$ cat src/hdl/tss_pkg.sv
// ----------------------------------------------------------------------------
// tss_pkg
// shared types and constants of the triangle setup and split block
// ----------------------------------------------------------------------------
package tss_pkg;

    // fraction bits of the interpolation ratio k
    localparam int KBITS = 30;

    typedef enum logic [2:0] {
        KIND_TOP    = 3'd0,
        KIND_BOTTOM = 3'd1,
        KIND_LEFT   = 3'd2,
        KIND_RIGHT  = 3'd3,
        KIND_DEGEN  = 3'd4
    } t_kind;

    typedef struct packed {
        logic signed [31:0] x;
        logic signed [31:0] y;
        logic signed [31:0] z;
        logic        [30:0] rw;
        logic        [23:0] rgb;
        logic        [15:0] u;
        logic        [15:0] v;
        logic signed [15:0] nx;
        logic signed [15:0] ny;
        logic signed [15:0] nz;
    } t_vtx;

    // one sorted triangle as handed from front to back
    typedef struct packed {
        t_vtx [2:0] v;
        logic       level;
        t_kind      kind;
    } t_tri;

    typedef struct packed {
        logic        start;
        logic [62:0] num;
        logic [62:0] den;
    } t_div_req;

    typedef struct packed {
        logic        busy;
        logic        done;
        logic [29:0] quot;
    } t_div_rsp;

endpackage

$ cat src/hdl/tss_in_if.sv
// ----------------------------------------------------------------------------
// tss_in_if
// vertex channel: valid, ready and one vertex
// ----------------------------------------------------------------------------
interface tss_in_if;
    logic               valid;
    logic               ready;
    logic signed [31:0] pos_x;
    logic signed [31:0] pos_y;
    logic signed [31:0] pos_z;
    logic        [30:0] recip_w;
    logic        [23:0] rgb;
    logic        [15:0] tex_u;
    logic        [15:0] tex_v;
    logic signed [15:0] norm_x;
    logic signed [15:0] norm_y;
    logic signed [15:0] norm_z;

    modport source (output valid, pos_x, pos_y, pos_z, recip_w, rgb, tex_u, tex_v,
                    norm_x, norm_y, norm_z, input ready);
    modport sink   (input valid, pos_x, pos_y, pos_z, recip_w, rgb, tex_u, tex_v,
                    norm_x, norm_y, norm_z, output ready);
endinterface

$ cat src/hdl/tss_front.sv
// ----------------------------------------------------------------------------
// tss_front
// gathers three vertices, sorts them by y and types level triangles
// ----------------------------------------------------------------------------
module tss_front (
    input  logic          i_clk,
    input  logic          i_rst_n,
    tss_in_if.sink        i_vtx,
    input  logic          i_full,
    output logic          o_push,
    output tss_pkg::t_tri o_tri
);

    logic [1:0]    r_cnt;
    tss_pkg::t_vtx r_buf [0:1];
    tss_pkg::t_vtx cur;
    logic          accept;

    assign cur.x   = i_vtx.pos_x;
    assign cur.y   = i_vtx.pos_y;
    assign cur.z   = i_vtx.pos_z;
    assign cur.rw  = i_vtx.recip_w;
    assign cur.rgb = i_vtx.rgb;
    assign cur.u   = i_vtx.tex_u;
    assign cur.v   = i_vtx.tex_v;
    assign cur.nx  = i_vtx.norm_x;
    assign cur.ny  = i_vtx.norm_y;
    assign cur.nz  = i_vtx.norm_z;

    assign i_vtx.ready = (r_cnt != 2'd2) || !i_full;
    assign accept      = i_vtx.valid && i_vtx.ready;
    assign o_push      = accept && (r_cnt == 2'd2);

    always_ff @(posedge i_clk) begin
        if (!i_rst_n) begin
            r_cnt <= 2'd0;
        end else if (accept) begin
            r_cnt <= (r_cnt == 2'd2) ? 2'd0 : r_cnt + 2'd1;
        end
    end

    always_ff @(posedge i_clk) begin
        if (accept && r_cnt != 2'd2) begin
            r_buf[r_cnt[0]] <= cur;
        end
    end

    // stable compare/swap network, then level pair ordering by x
    always_comb begin
        tss_pkg::t_vtx a, b, c, t;
        a = r_buf[0];
        b = r_buf[1];
        c = cur;
        t = a;
        if (a.y > b.y) begin
            t = a; a = b; b = t;
        end
        if (b.y > c.y) begin
            t = b; b = c; c = t;
            if (a.y > b.y) begin
                t = a; a = b; b = t;
            end
        end
        o_tri.level = 1'b1;
        o_tri.kind  = tss_pkg::KIND_TOP;
        if (a.y == b.y) begin
            if (a.x > b.x) begin
                t = a; a = b; b = t;
            end
        end else if (b.y == c.y) begin
            o_tri.kind = tss_pkg::KIND_BOTTOM;
            if (b.x > c.x) begin
                t = b; b = c; c = t;
            end
        end else begin
            o_tri.level = 1'b0;
            o_tri.kind  = tss_pkg::KIND_LEFT;
        end
        o_tri.v[0] = a;
        o_tri.v[1] = b;
        o_tri.v[2] = c;
    end

endmodule

$ cat src/flat_wrapper.sv
// flat-port wrapper written by rule: the top's interface ports become plain ports
module tss_front_flat 
  (i_clk, i_rst_n, i_full, o_push, o_tri, i_vtx_valid, i_vtx_pos_x, i_vtx_pos_y, i_vtx_pos_z, i_vtx_recip_w, i_vtx_rgb, i_vtx_tex_u, i_vtx_tex_v, i_vtx_norm_x, i_vtx_norm_y, i_vtx_norm_z, i_vtx_ready);
  tss_in_if i_vtx_i ();
  input  logic i_clk;
  input  logic i_rst_n;
  input  logic i_full;
  output logic o_push;
  output tss_pkg::t_tri o_tri;
  input wire logic [$bits(i_vtx_i.valid)-1:0] i_vtx_valid;
  input wire logic [$bits(i_vtx_i.pos_x)-1:0] i_vtx_pos_x;
  input wire logic [$bits(i_vtx_i.pos_y)-1:0] i_vtx_pos_y;
  input wire logic [$bits(i_vtx_i.pos_z)-1:0] i_vtx_pos_z;
  input wire logic [$bits(i_vtx_i.recip_w)-1:0] i_vtx_recip_w;
  input wire logic [$bits(i_vtx_i.rgb)-1:0] i_vtx_rgb;
  input wire logic [$bits(i_vtx_i.tex_u)-1:0] i_vtx_tex_u;
  input wire logic [$bits(i_vtx_i.tex_v)-1:0] i_vtx_tex_v;
  input wire logic [$bits(i_vtx_i.norm_x)-1:0] i_vtx_norm_x;
  input wire logic [$bits(i_vtx_i.norm_y)-1:0] i_vtx_norm_y;
  input wire logic [$bits(i_vtx_i.norm_z)-1:0] i_vtx_norm_z;
  output wire logic [$bits(i_vtx_i.ready)-1:0] i_vtx_ready;
  assign i_vtx_i.valid = i_vtx_valid;
  assign i_vtx_i.pos_x = i_vtx_pos_x;
  assign i_vtx_i.pos_y = i_vtx_pos_y;
  assign i_vtx_i.pos_z = i_vtx_pos_z;
  assign i_vtx_i.recip_w = i_vtx_recip_w;
  assign i_vtx_i.rgb = i_vtx_rgb;
  assign i_vtx_i.tex_u = i_vtx_tex_u;
  assign i_vtx_i.tex_v = i_vtx_tex_v;
  assign i_vtx_i.norm_x = i_vtx_norm_x;
  assign i_vtx_i.norm_y = i_vtx_norm_y;
  assign i_vtx_i.norm_z = i_vtx_norm_z;
  assign i_vtx_ready = i_vtx_i.ready;
  tss_front u_core (.i_clk(i_clk), .i_rst_n(i_rst_n), .i_vtx(i_vtx_i), .i_full(i_full), .o_push(o_push), .o_tri(o_tri));
endmodule
$ cat config.mk
export PLATFORM = sky130hd
export DESIGN_NAME = tss_front_flat
export DESIGN_NICKNAME = d
export VERILOG_FILES = /design/src/hdl/tss_pkg.sv /design/src/hdl/tss_in_if.sv /design/src/hdl/tss_front.sv /design/src/flat_wrapper.sv
export SDC_FILE = /design/constraint.sdc
export NUM_CORES = 2
export LEC_CHECK = 0
export BUFFER_PORTS_ARGS = -buffer_cell sky130_fd_sc_hd__buf_4
export CAP_MARGIN = 0
export CORE_AREA = 2 2 364 366
export CTS_BUF_LIST = sky130_fd_sc_hd__clkbuf_4 sky130_fd_sc_hd__clkbuf_8
export DETAILED_ROUTE_END_ITERATION = 16
export DIE_AREA = 0 0 366 368
export SYNTH_ARGS = -nofsm -noshare
export SYNTH_HDL_FRONTEND = slang
export SYNTH_SLANG_ARGS = --single-unit
$ cat constraint.sdc
create_clock -name i_clk -period 23.2 [get_ports i_clk]
set_input_delay 3.48 -clock i_clk [delete_from_list [all_inputs] [get_ports i_clk]]
set_output_delay 3.48 -clock i_clk [all_outputs]
set_load 0.05 [all_outputs]
==> qor.csv <==
stage;metric;value;unit
run_status;status;finished, final reports clean;
synth;ys_ff_latch;464;
clock_network;cts_hold_buf;0;
floorplanning;die_width;366;um
synth;synth_xor_area_frac;0.008109;
power;leakage;24.25;nW
critical_path;cp_slowest_cell;mux2i_1;
clock_network;cts-buffers-inserted;97;
layout;fin_nets;6756;
timing;tns;0;ns
timing;skew;0.02491;ns
drt;drt_iter0_markers;6524;
synth;yosysSeqAreaShare;0.3142;
floorplanning;dieArea;0.1347;mm2
global_routing;overflow;0;
critical_path;critical-path-top-delay-family;simple AND/OR/NAND/NOR gates;
synth;async_reset_ff_frac;0;
global_routing;grt_pass1_vias;47380;
clock_network;cts_buffer_depth;3;
global_routing;antenna_found_initial;50;
placed_design;port_buffers;932;
timing;fmax;50.38;MHz
drt;wirelength;254300;um
synth;synth_area_leaders;edfxtp_1, a21oi_1, mux2i_1;
layout;fillers;13480;
critical_path;worstSetupStartpointType;flop;
floorplanning;die_h;368;um
placed_design;place_congestion;1.062;
clock_network;cts-resized-gates;0;
synth;synth_top_family_by_area;compound AO/OA/AOI/OAI gates;
synth;synth_compound_area_frac;0.2993;
synth;synth.largest_area_cell;edfxtp_1;
layout;final_cell_mix;buf_4, a21oi_1, nand2_1;
critical_path;crit_buf_inv;8;
synth;syn_avg_cell_area;7.666;um2
drt;viasPerCell;6.248;
flow_run;drv_cap;0;
synth;synth_edf_count;462;
global_routing;grt_max_degree;167;
timing;max_slew_margin;0.02116;
synth;yosysWarnings;0;
power;ir_drop;0.09251;mV
placed_design;hpwlAfterDp;182400;um
synth;synth_top_area_frac;0.3133;
clock_network;postCtsSetupBuffers;0;
synth;synth.distinct_cells;83;
critical_path;r2r_slack;20.11;ns
layout;layout_commonest_cell;buf_4;
timing;drv_slew;0;
power;powerDensity;124.6;mW/mm2
layout;synthToLayoutAreaGrowth;22.13;%
timing;rsz0062_at_grt;false;
worst_hold_path;hp-class;reg2reg;
drt;routedWlPerCell;30.88;um
synth;synthAdderAreaFrac;0.04493;
clock_network;htree_levels;3;
critical_path;worst-path-max-fanout;156;
clock_network;clock_latency;0.82;ns
floorplanning;num_rows;133;
critical_path;crit_type;reg2out;
drt;drc_errors;0;
synth;synthesis.area;0.04428;mm2
clock_network;cts.sinks;464;
timing;worst_pin_slew;1.453;ns
global_routing;grt_use_total;0.3561;
layout;final_layout_size_suffix_gt1_frac;0.1902;
clock_network;clkTransAtPathRegs;0.05;ns
timing;fin_crit_sh;0.8555;
timing;hold_viol;0;
timing;setup_viol;0;
synth;synth_cells;5776;
drt;drt_first_pass_iters;8;
timing;fin_crit;19.85;ns
power;p_total;0.006741;W
floorplanning;io_pins;934;
critical_path;arrival;16.37;ns
critical_path;required;19.72;ns
clock_network;cts_tree;built;
critical_path;setup.worst_path.end_class;primary output;
floorplanning;start_util;0.3385;
synth;synth_mux_area_frac;0.1021;
synth;synth_fp_nets;6170;
global_routing;grt_pass1_wl;353400;um
drt;via_count;51450;
synth;ys_dominant_reg_cell;edfxtp_1;
clock_network;cts_root_buf;clkbuf_8;
critical_path;cpMostUsedCell;buf_4;
synth;yosys.area_share.simple;0.1620;
drt;drtAntennaViolNets;0;
critical_path;max_stage_delay;0.97;ns
floorplanning;core;0.1308;mm2
-- registers in the layout (all words and copies together), names as in the netlist --
name and cells:
u_core.r_buf 462, u_core.r_cnt 2
-- cell type report --
class	instances	area, um2	area share
Clock buffer	128	1568	0.02899
Inverter	233	874.6	0.01617
Clock inverter	51	261.5	0.004835
Sequential cell	464	13910	0.2573
Antenna cell	37	92.59	0.001712
Timing Repair Buffer	1014	7737	0.1431
Multi-Input combinational cell	4552	27440	0.5074
Tap cell	1755	2196	0.04060
-- kinds of logic after synthesis --
logic type,Yosys count
compound gates,2148
simple gates,1753
buf+inv,760
flops,464
mux,450
fa+ha+maj,159
xor+xnor,41
other cells,1
-- cell usage after synthesis, types with 7 or more instances --
cell and instances:
and3_1 11, o22a_1 199, or3_1 7, o21ai_0 441, nand2_1 944, buf_1 54, o221ai_1 183, a21oi_1 999
o31ai_1 10, nor2b_1 21, a211oi_1 29, nand3_1 85, buf_6 17, nor2_1 526, o221a_2 17, o211ai_1 22
a311oi_1 7, nor3_1 47, a221oi_1 9, nand2b_1 17, edfxtp_1 462, o22ai_1 25, o2111ai_1 9, a21o_1 27
nand4_1 48, clkbuf_1 397, ha_1 159, o32ai_1 14, mux2i_1 440, xnor2_1 17, a22o_1 9, buf_2 53
o221a_1 17, inv_1 228, and4_1 8, a31oi_1 15, o21a_1 34, a22oi_1 14, nor4_1 19, mux2_2 8
xor2_1 24
-- stage by stage --
| step | cells | utilization | setup WS, ns | hold slack (ns) | area (um2) |
|---|---|---|---|---|---|
| after CTS | 8197 | 0.4128 | 3.632 | 0.6153 | 53990 |
| after floorplan | 5776 | - | 1.958 | 0.5599 | 44280 |
| after detailed placement | 8018 | 0.3988 | 4.575 | 0.6027 | 52160 |
| after global placement | 8015 | 0.3986 | 4.776 | 0.5919 | 52140 |
| final | 8234 | 0.4135 | 3.352 | 0.6212 | 54080 |
| after global routing | 8226 | 0.4133 | 2.954 | 0.6441 | 54060 |
-- worst paths after layout --
path,start,to,depth (start not counted)
setup / recovery,u_core.r_buf[0][194],o_tri[91],33
hold / removal,u_core.r_cnt[1],u_core.r_cnt[1],2
setup reg to reg,u_core.r_cnt[0],u_core.r_buf[1][163],3
hold reg to reg,u_core.r_cnt[1],u_core.r_cnt[1],2
-- worst register-to-register path: cells and delay by family, from the launching register on --
family	cells	cell delay [ns]
and+or+nand+nor	1	0.53
DFF	1	0.40
buffers and inverters	2	1.68
-- where the power goes --
group	internal (W)	leakage [nW]	switching (W)	total [W]
clock	0.000441	0.953	0.000440	0.000881
sequential	0.000982	4.34	0.0000421	0.00102
combinational	0.00123	19.0	0.00361	0.00484
total	0.00265	24.3	0.00409	0.00674
-- per-layer routing --
metal / routed length [um] / vias up / share of wire / global-route usage
met5: 199 / - / 0.00078 / 0
met2: 109800 / 3178 / 0.43 / 0.5388
met4: 19180 / 30 / 0.075 / 0.2336
li1: - / 22470 / - / -
met1: 98320 / 25100 / 0.39 / 0.4419
met3: 26810 / 672 / 0.11 / 0.1012
(Power assumes the default switching activity.)
