$ cat config.mk
export PLATFORM = sky130hd
export DESIGN_NAME = tss_queue
export DESIGN_NICKNAME = d
export VERILOG_FILES = /design/src/hdl/tss_pkg.sv /design/src/hdl/tss_queue.sv
export SDC_FILE = /design/constraint.sdc
export NUM_CORES = 1
export LEC_CHECK = 0
export BUFFER_PORTS_ARGS = -buffer_cell sky130_fd_sc_hd__buf_2
export CAP_MARGIN = 20
export CORE_AREA = 5 5 540 542
export DETAILED_ROUTE_END_ITERATION = 16
export DIE_AREA = 0 0 545 547
export HOLD_SLACK_MARGIN = 0.08
export PLACE_DENSITY = 0.36
export SLEW_MARGIN = 40
export SYNTH_ARGS = -nofsm -noshare
export SYNTH_HDL_FRONTEND = slang
export SYNTH_SLANG_ARGS = --single-unit
$ cat constraint.sdc
create_clock -name i_clk -period 62.6 [get_ports i_clk]
set_clock_uncertainty 0.2 [all_clocks]
set_input_delay 3.13 -clock i_clk [delete_from_list [all_inputs] [get_ports i_clk]]
set_output_delay 3.13 -clock i_clk [all_outputs]
set_load 0.01 [all_outputs]
$ cat src/hdl/tss_pkg.sv
// ----------------------------------------------------------------------------
// tss_pkg
// shared types and constants of the triangle setup and split block
// ----------------------------------------------------------------------------
package tss_pkg;

    // fraction bits of the interpolation ratio k
    localparam int KBITS = 30;

    typedef enum logic [2:0] {
        KIND_TOP    = 3'd0,
        KIND_BOTTOM = 3'd1,
        KIND_LEFT   = 3'd2,
        KIND_RIGHT  = 3'd3,
        KIND_DEGEN  = 3'd4
    } t_kind;

    typedef struct packed {
        logic signed [31:0] x;
        logic signed [31:0] y;
        logic signed [31:0] z;
        logic        [30:0] rw;
        logic        [23:0] rgb;
        logic        [15:0] u;
        logic        [15:0] v;
        logic signed [15:0] nx;
        logic signed [15:0] ny;
        logic signed [15:0] nz;
    } t_vtx;

    // one sorted triangle as handed from front to back
    typedef struct packed {
        t_vtx [2:0] v;
        logic       level;
        t_kind      kind;
    } t_tri;

    typedef struct packed {
        logic        start;
        logic [62:0] num;
        logic [62:0] den;
    } t_div_req;

    typedef struct packed {
        logic        busy;
        logic        done;
        logic [29:0] quot;
    } t_div_rsp;

endpackage

$ cat src/hdl/tss_queue.sv
// ----------------------------------------------------------------------------
// tss_queue
// two-entry triangle queue between front and back
// ----------------------------------------------------------------------------
module tss_queue (
    input  logic          i_clk,
    input  logic          i_rst_n,
    input  logic          i_push,
    input  tss_pkg::t_tri i_data,
    input  logic          i_pop,
    output logic          o_valid,
    output logic          o_full,
    output tss_pkg::t_tri o_data
);

    tss_pkg::t_tri r_mem [0:1];
    logic          r_wp;
    logic          r_rp;
    logic [1:0]    r_cnt;

    assign o_valid = (r_cnt != 2'd0);
    assign o_full  = (r_cnt == 2'd2);
    assign o_data  = r_mem[r_rp];

    always_ff @(posedge i_clk) begin
        if (!i_rst_n) begin
            r_wp  <= 1'b0;
            r_rp  <= 1'b0;
            r_cnt <= 2'd0;
        end else begin
            if (i_push) r_wp <= ~r_wp;
            if (i_pop)  r_rp <= ~r_rp;
            r_cnt <= r_cnt + {1'b0, i_push} - {1'b0, i_pop};
        end
    end

    always_ff @(posedge i_clk) begin
        if (i_push) begin
            r_mem[r_wp] <= i_data;
        end
    end

endmodule

==> results of run 1 <==
==> through the flow <==
step / instance area (µm²) / setup slack (ps)
floorplan: 51900 / 27220
global placement: 63200 / 53750
detailed placement: 63400 / 54450
CTS: 68500 / 53490
global route: 68600 / 53380
finish: 68700 / 53730
==> cells in the final DEF (no fill, tap or decap) <==
master | synthesis | final
nor2b_4 | 0 | 1
inv_6 | 0 | 5
buf_8 | 10 | 2
clkinv_1 | 0 | 44
mux2_4 | 330 | 330
o21a_1 | 1 | 1
and2_4 | 0 | 1
buf_4 | 30 | 17
xor2_1 | 1 | 1
ha_1 | 2 | 2
xnor3_1 | 1 | 1
buf_16 | 0 | 2
inv_1 | 2 | 2
dfxtp_1 | 5 | 4
buf_6 | 28 | 13
clkinvlp_4 | 0 | 4
bufinv_16 | 0 | 6
dfxtp_4 | 0 | 1
nor2b_1 | 4 | 3
inv_16 | 0 | 1
clkbuf_16 | 0 | 171
clkinv_16 | 0 | 3
buf_12 | 0 | 8
clkbuf_1 | 0 | 41
edfxtp_1 | 1394 | 1394
clkinv_8 | 0 | 2
clkinv_2 | 0 | 20
diode_2 | 0 | 58
mux2_2 | 367 | 367
buf_2 | 9 | 1399
or2_2 | 1 | 1
and2_1 | 4 | 3
clkinv_4 | 0 | 2
==> power by group through the flow <==
stage	registers, W	clock network [W]	logic, W
2_1_floorplan	0.00116	0	0.000137
3_3_place_gp	0.00112	0	0.000259
3_5_place_dp	0.00112	0	0.000261
4_1_cts	0.00110	0.000952	0.000262
5_1_grt	0.00110	0.000991	0.000272
6_report	0.00110	0.000913	0.000253
==> state kept, by name (all words and copies together), names as in the netlist, named ones only <==
signal / cells
r_wp: 1
r_mem: 1394
r_cnt: 2
r_rp: 1
==> Yosys cell counts <==
master,instances
buf_8,10
mux2_2,367
nor2b_1,4
dfxtp_1,5
xnor3_1,1
or2_2,1
mux2_4,330
xor2_1,1
inv_1,2
o21a_1,1
buf_4,30
clkbuf_2,1
ha_1,2
and2_1,4
buf_2,9
buf_6,28
edfxtp_1,1394
==> final cells by class <==
| type | instances | area share |
|---|---|---|
| tap | 3781 | 0.0689 |
| multi-input combinational | 711 | 0.134 |
| clock inverter | 87 | 0.00989 |
| inverter | 2 | 0.000109 |
| timing repair buffer | 1441 | 0.109 |
| antenna | 58 | 0.00211 |
| clock buffer | 212 | 0.0645 |
| sequential | 1399 | 0.611 |
==> cell families after synthesis <==
family | count (synthesis)
adder cells (fa/ha/maj) | 2
XOR/XNOR | 2
flip-flops | 1399
buffers and inverters | 80
multiplexers | 697
AO/OA/AOI/OAI | 1
AND/OR/NAND/NOR | 9
==> worst max-delay path, cell delays in order (launching register included) <==
cell	delay, ps
dfxtp_4	600
buf_6	570
buf_4	620
buf_4	650
buf_12	470
buf_16	360
buf_6	580
mux2_4	360
buf_2	150
==> routing by layer <==
layer	routed length (µm)	vias to the layer above	track usage
li1	-	11955	-
met1	67100	13511	0.125
met2	86400	1299	0.191
met3	23300	471	0.0666
met4	4490	172	0.0307
met5	1130	-	0
==> worst max-delay path by stage <==
stage / start / to / slack, ps / cells after the start
2_1_floorplan: i_push / r_wp / 27220 / 2
5_1_grt: flip-flop / o_data[626] / 53380 / 8
6_report: flip-flop / o_data[490] / 53730 / 8
3_5_place_dp: flip-flop / o_data[366] / 54450 / 8
4_1_cts: flip-flop / o_data[366] / 53490 / 8
3_3_place_gp: flip-flop / o_data[366] / 53750 / 7
==> out/results.ini, run 1 <==
[status]
status = finished, final reports clean

[global_routing]
first_global_vias = 28624
grt_first_pass_wirelength_um = 240000
grt_start_max_net_pins = 110
antenna_found_initial = 190
grt_overflow = 0
grt.total_usage = 0.115

[yosys]
synth_area_leader_cell = edfxtp_1
post_synth_and_or_nand_nor_area_fraction = 0.00108
synth_cell_types = 17
ys_top_cells_by_area = edfxtp_1 81%, mux2_4 9.5%, mux2_2 8.0%
synthXorXnorAreaFrac = 0.000603
synth_seq_cells = 1399
synth-compound-area-share = 0.000145
synth_mux_area_frac = 0.175
syn_nets = 2893
synth_top_family_by_area = multiplexers
yosys_warnings = 0
yosysSeqAreaShare = 0.808
synth_fa_ha_area_frac = 0.000482
post-synth-top-area-fraction = 0.806
syn_area_um2 = 51900
synthCells = 2190
syn_avg_cell_area_um2 = 23.7

[clock_network]
cts_resized = 0
cts_setup_buffers = 0
cts.sinks = 1399
cts-htree-levels = 4
clkTransAtPathRegs_ps = 60
cts-buffers-inserted = 169
ctsHoldBuffers = 0
cts-root-buf = clkbuf_16
clkLatencyLatePin_ps = 800
clk_path_buf_depth = 4
cts_tree = yes

[timing]
finalCritPeriodShare = 0.142
slew_violations = 0
setup_viol = 0
relSlewSlack = 0.451
period_needed_ps = 8870
max_clock_freq_mhz = 113
hold_viol = 0
finalSetupTns_ps = 0
hold_slack_ps = 372
rsz0062_at_grt = false
worstMarginPinSlew_ps = 823

[worst_setup_path]
crit_type = reg2out
start_kind = flip-flop
r2r_start = r_wp
end_kind = output port
cp.required_ps = 59270
path_max_fanout = 64
reg2reg_depth = 7
r2r_slack_ps = 57880
arrival_ps = 5540
r2r_end = r_mem[1][537]

[floorplanning]
initial_core_util = 0.181
die_w_um = 545
rows = 197
design.core.area_um2 = 286000
num_io_pins = 1400
dieHeight_um = 547
die_area_um2 = 298000

[placed_design]
placed_cells = 7332
place_congestion = 0.789
place_hpwl_um = 139000
port_buffers = 1399

[power_and_ir_drop]
switchingPower_w = 0.000540
power_frac_seq = 0.485
intPower_w = 0.00172
peakVddDrop_v = 0.0000303
leakage_nw = 25.3
p_comb_frac = 0.112
swShare = 0.239
power.share.clock = 0.403
finalPower_w = 0.00226
powerDensity_nw_per_um2 = 32.9

[layout]
nFillCells = 29839
multiInputGateArea_um2 = 9220
drive_gt1_frac = 0.612
area_growth_pct = 32.3
final_nets = 4427
fin_cells = 7691
seq_area_um2 = 42000
post-route-util = 0.240

[route]
drc_errors = 0
drtIter0Drc = 1575
wl_per_cell_um = 23.7
via_per_inst = 3.56
wl_um = 182000
vias = 27408
ant_nets = 0
drtPass1Iterations = 4

[worst_hold_path]
hold_path_depth = 2
hp-start = r_rp
min_path_type = reg2reg

[run]
cap_violations = 0

Power figures use the tool's default switching activity.
==> inputs of run 2 (changes only) <==
- ABC_AREA: default -> 1
- CORE_AREA: 5 5 540 542 -> 5 5 539 541
- DIE_AREA: 0 0 545 547 -> 0 0 544 546
- PLACE_DENSITY: 0.36 -> 0.37
- clock period: 62.6 -> 7.3 ns (I/O delays scaled with it)
==> run 2 against run 1 <==
Sequential cell count unchanged; critical path depth decreased by 3; register-to-register slack got worse by 53000 ps; worst hold slack got worse by 200 ps; first-iteration DRC count increased by 6.6%; power increased to 8.9 times the previous value; sequential power increased to 8.6 times the previous value; final area increased by 19%; area after synthesis decreased by 0.20%; critical endpoint is now o_data[340]; largest cell class unchanged; highest routed layer unchanged.
==> out/results.ini, run 2 <==
[worst_setup_path]
reg2reg_depth = 5  ; -2
start_kind = flip-flop
crit_chain = buf_12 -> buf_12 -> buf_16 -> mux2_2 -> buf_2
r2r_slack_ps = 4690  ; -53190 ps
r2r_end = r_mem[1][506]
end_kind = output port
arrival_ps = 2940  ; -2600 ps
path_common_cell = buf_12
r2r_start = r_wp
path_max_fanout = 71  ; +11%
cp.required_ps = 6730  ; -52540 ps
crit_type = reg2out
cpPeakStageDelay_ps = 490  ; -160 ps
cp_slowest_cell = dfxtp_4

[clock_network]
cts_resized = 0  ; unchanged
clk_path_buf_depth = 4  ; unchanged
cts.sinks = 1399  ; unchanged
cts-htree-levels = 4  ; unchanged
clkLatencyLatePin_ps = 770  ; -30 ps
clkTransAtPathRegs_ps = 60  ; about the same
cts-root-buf = clkbuf_16
cts_tree = yes
cts-buffers-inserted = 175  ; +3.6%
cts_setup_buffers = 0  ; unchanged

[floorplanning]
num_io_pins = 1400  ; unchanged
dieHeight_um = 546  ; -0.18%
die_area_um2 = 297000  ; -0.37%
die_w_um = 544  ; -0.18%
design.core.area_um2 = 284000  ; -0.68%
initial_core_util = 0.182  ; +0.000874
rows = 196  ; -0.51%

[run]
cap_violations = 0  ; unchanged

[timing]
finalCritPeriodShare = 0.480
fin_ws_ps = 3800  ; -49930 ps
max_clock_freq_mhz = 285
worstMarginPinSlew_ps = 970  ; +147 ps
period_needed_ps = 3500
relSlewSlack = 0.353  ; -0.0983
slew_violations = 0  ; unchanged
hold_viol = 0  ; unchanged
rsz0062_at_grt = false
setup_viol = 0  ; unchanged

[power_and_ir_drop]
leakage_nw = 30.7  ; +22%
finalPower_w = 0.0202  ; +790%
peakVddDrop_v = 0.000179  ; +490%
powerDensity_nw_per_um2 = 247  ; +650%

[yosys]
syn_area_um2 = 51800  ; -0.20%
ys_async_sr_fraction = 0  ; unchanged
ys_top_cells_by_area = edfxtp_1 81%, mux2_4 9.6%, mux2_2 8.0%
synth_cell_types = 13  ; -4
ys.flop_type = edfxtp_1
synth_common_cells = 1394 x edfxtp_1, 367 x mux2_2, 330 x mux2_4
synth_area_leader_cell = edfxtp_1
synthCells = 2202  ; +0.55%
yosysMostFrequentCell = edfxtp_1
yosys_warnings = 0  ; unchanged
synth_seq_cells = 1399  ; unchanged
post-synth-top-area-fraction = 0.808  ; +0.00162
syn_nets = 2905  ; +0.41%
synth_edf_count = 1394  ; unchanged
yosysSeqAreaShare = 0.810  ; +0.00162
syn_avg_cell_area_um2 = 23.5  ; -0.74%

[layout]
area_growth_pct = 57.5
final_nets = 5691  ; +29%
fin_cells = 8938  ; +16%
seq_area_um2 = 42000  ; about the same
layout_top_registers = r_mem x1394, r_cnt x2
drive_gt1_frac = 0.464  ; -0.147
final_common_cell = buf_2
multiInputGateArea_um2 = 9210  ; about the same
nFillCells = 29060  ; -2.6%
largest_reg_flops = 1394  ; unchanged
mostFrequentLayoutCells = 1399 x buf_2, 1394 x edfxtp_1, 1246 x dlygate4sd3_1
regMostFlops = r_mem
post-route-util = 0.287  ; +0.0470

[route]
top_layer = met5
vias = 32198  ; +17%
drtPass1Iterations = 5  ; +1
wl_met1_um = 76600  ; +14%
wl_met3_um = 18700  ; -20%
met2_length_um = 101000  ; +17%
ant_nets = 0  ; unchanged
drtIter0Drc = 1679  ; +6.6%
wl_um = 201000  ; +10%
drc_errors = 0  ; unchanged
wl_per_cell_um = 22.5  ; -4.9%
via_per_inst = 3.60  ; +1.1%

[placed_design]
port_buffers = 1399  ; unchanged
placed_cells = 7325  ; -0.095%
place_congestion = 0.792  ; +0.37%
place_hpwl_um = 152000  ; +9.3%
place_ws_ps = 4170  ; -50280 ps

[worst_hold_path]
hp-start = i_data[647]
min_path_type = in2reg
hold_path_depth = 2  ; unchanged
hold_path_end = r_mem[0][647]

[global_routing]
grt_start_max_net_pins = 123  ; +12%
grt.total_usage = 0.129  ; +0.0139
antenna_found_initial = 121  ; -36%
grt_first_pass_wirelength_um = 273000  ; +14%
first_global_vias = 34560  ; +21%
grt_overflow = 0  ; unchanged

[status]
status = finished, final reports clean

[run 2: cell types whose count changed after synthesis, moves of 4 or more]
cell | previous run | this run
and2_1 | 4 | 0
buf_4 | 30 | 0
buf_6 | 28 | 35
inv_1 | 2 | 7
nor2b_1 | 4 | 0
nor2_1 | 0 | 8
buf_8 | 10 | 3
buf_2 | 9 | 40
nand2_1 | 0 | 9
[run 2: cells by family (layout without fill, tap and decap cells)]
logic type / Yosys count / after routing / synth area share
mux: 697 / 697 / 0.175
flops: 1399 / 1399 / 0.810
fa+ha+maj: 2 / 2 / 0.000483
other cells: 0 / 65 / 0
buf+inv: 85 / 2994 / 0.0128
compound gates: 1 / 1 / 0.0000965
simple gates: 18 / 18 / 0.00133
[run 2: final cells by class]
| class | count | area share |
|---|---|---|
| inverters | 7 | 0.000521 |
| well taps | 3762 | 0.0577 |
| diodes | 65 | 0.00199 |
| repair buffers | 2687 | 0.247 |
| clock buffers | 218 | 0.0567 |
| multi-input cells | 718 | 0.113 |
| clock inverters | 82 | 0.00912 |
| flip-flops and latches | 1399 | 0.514 |
[run 2: through the flow]
stage / TNS, ps / hold slack (ps) / area (µm²)
2_1_floorplan: -5714030 / 258 / 51900
3_3_place_gp: 0 / 272 / 63500
3_5_place_dp: 0 / 285 / 63500
4_1_cts: 0 / 81.4 / 81400
5_1_grt: 0 / 91.0 / 81600
6_report: 0 / 170 / 81600
[run 2: worst max-delay path by stage]
stage                         end  slack, ps  cells after the start
finish                o_data[340]       3800                      5
global route           o_data[55]       3560                      5
CTS                    o_data[55]       3560                      5
detailed placement  r_mem[1][464]       4170                      5
global placement      o_data[402]       4010                      4
floorplan             r_mem[1][0]      -4210                      2
[run 2: repair_timing]
action                                  4_1_cts  5_1_grt
hold endpoints to repair                   1421        0
endpoints found under the setup margin        0        0
hold buffers                               1246        0
[run 2: power by group]
group          total (W)  internal [W]  switching, W
clock network    0.00820       0.00481       0.00340
registers        0.00943       0.00932      0.000108
logic            0.00256       0.00129       0.00127
total             0.0202        0.0154       0.00477
[run 2: metal layers]
layer  up-vias  track usage
met2      1267        0.230
met1     16009        0.143
met4        64       0.0318
met5         -            0
li1      14518            -
met3       340       0.0508
[run 2: critical path: cells and delay by family (launching register included)]
family	cells	cell delay, ps
buffers and inverters	4	1070
flip-flops	1	490
multiplexers	1	390
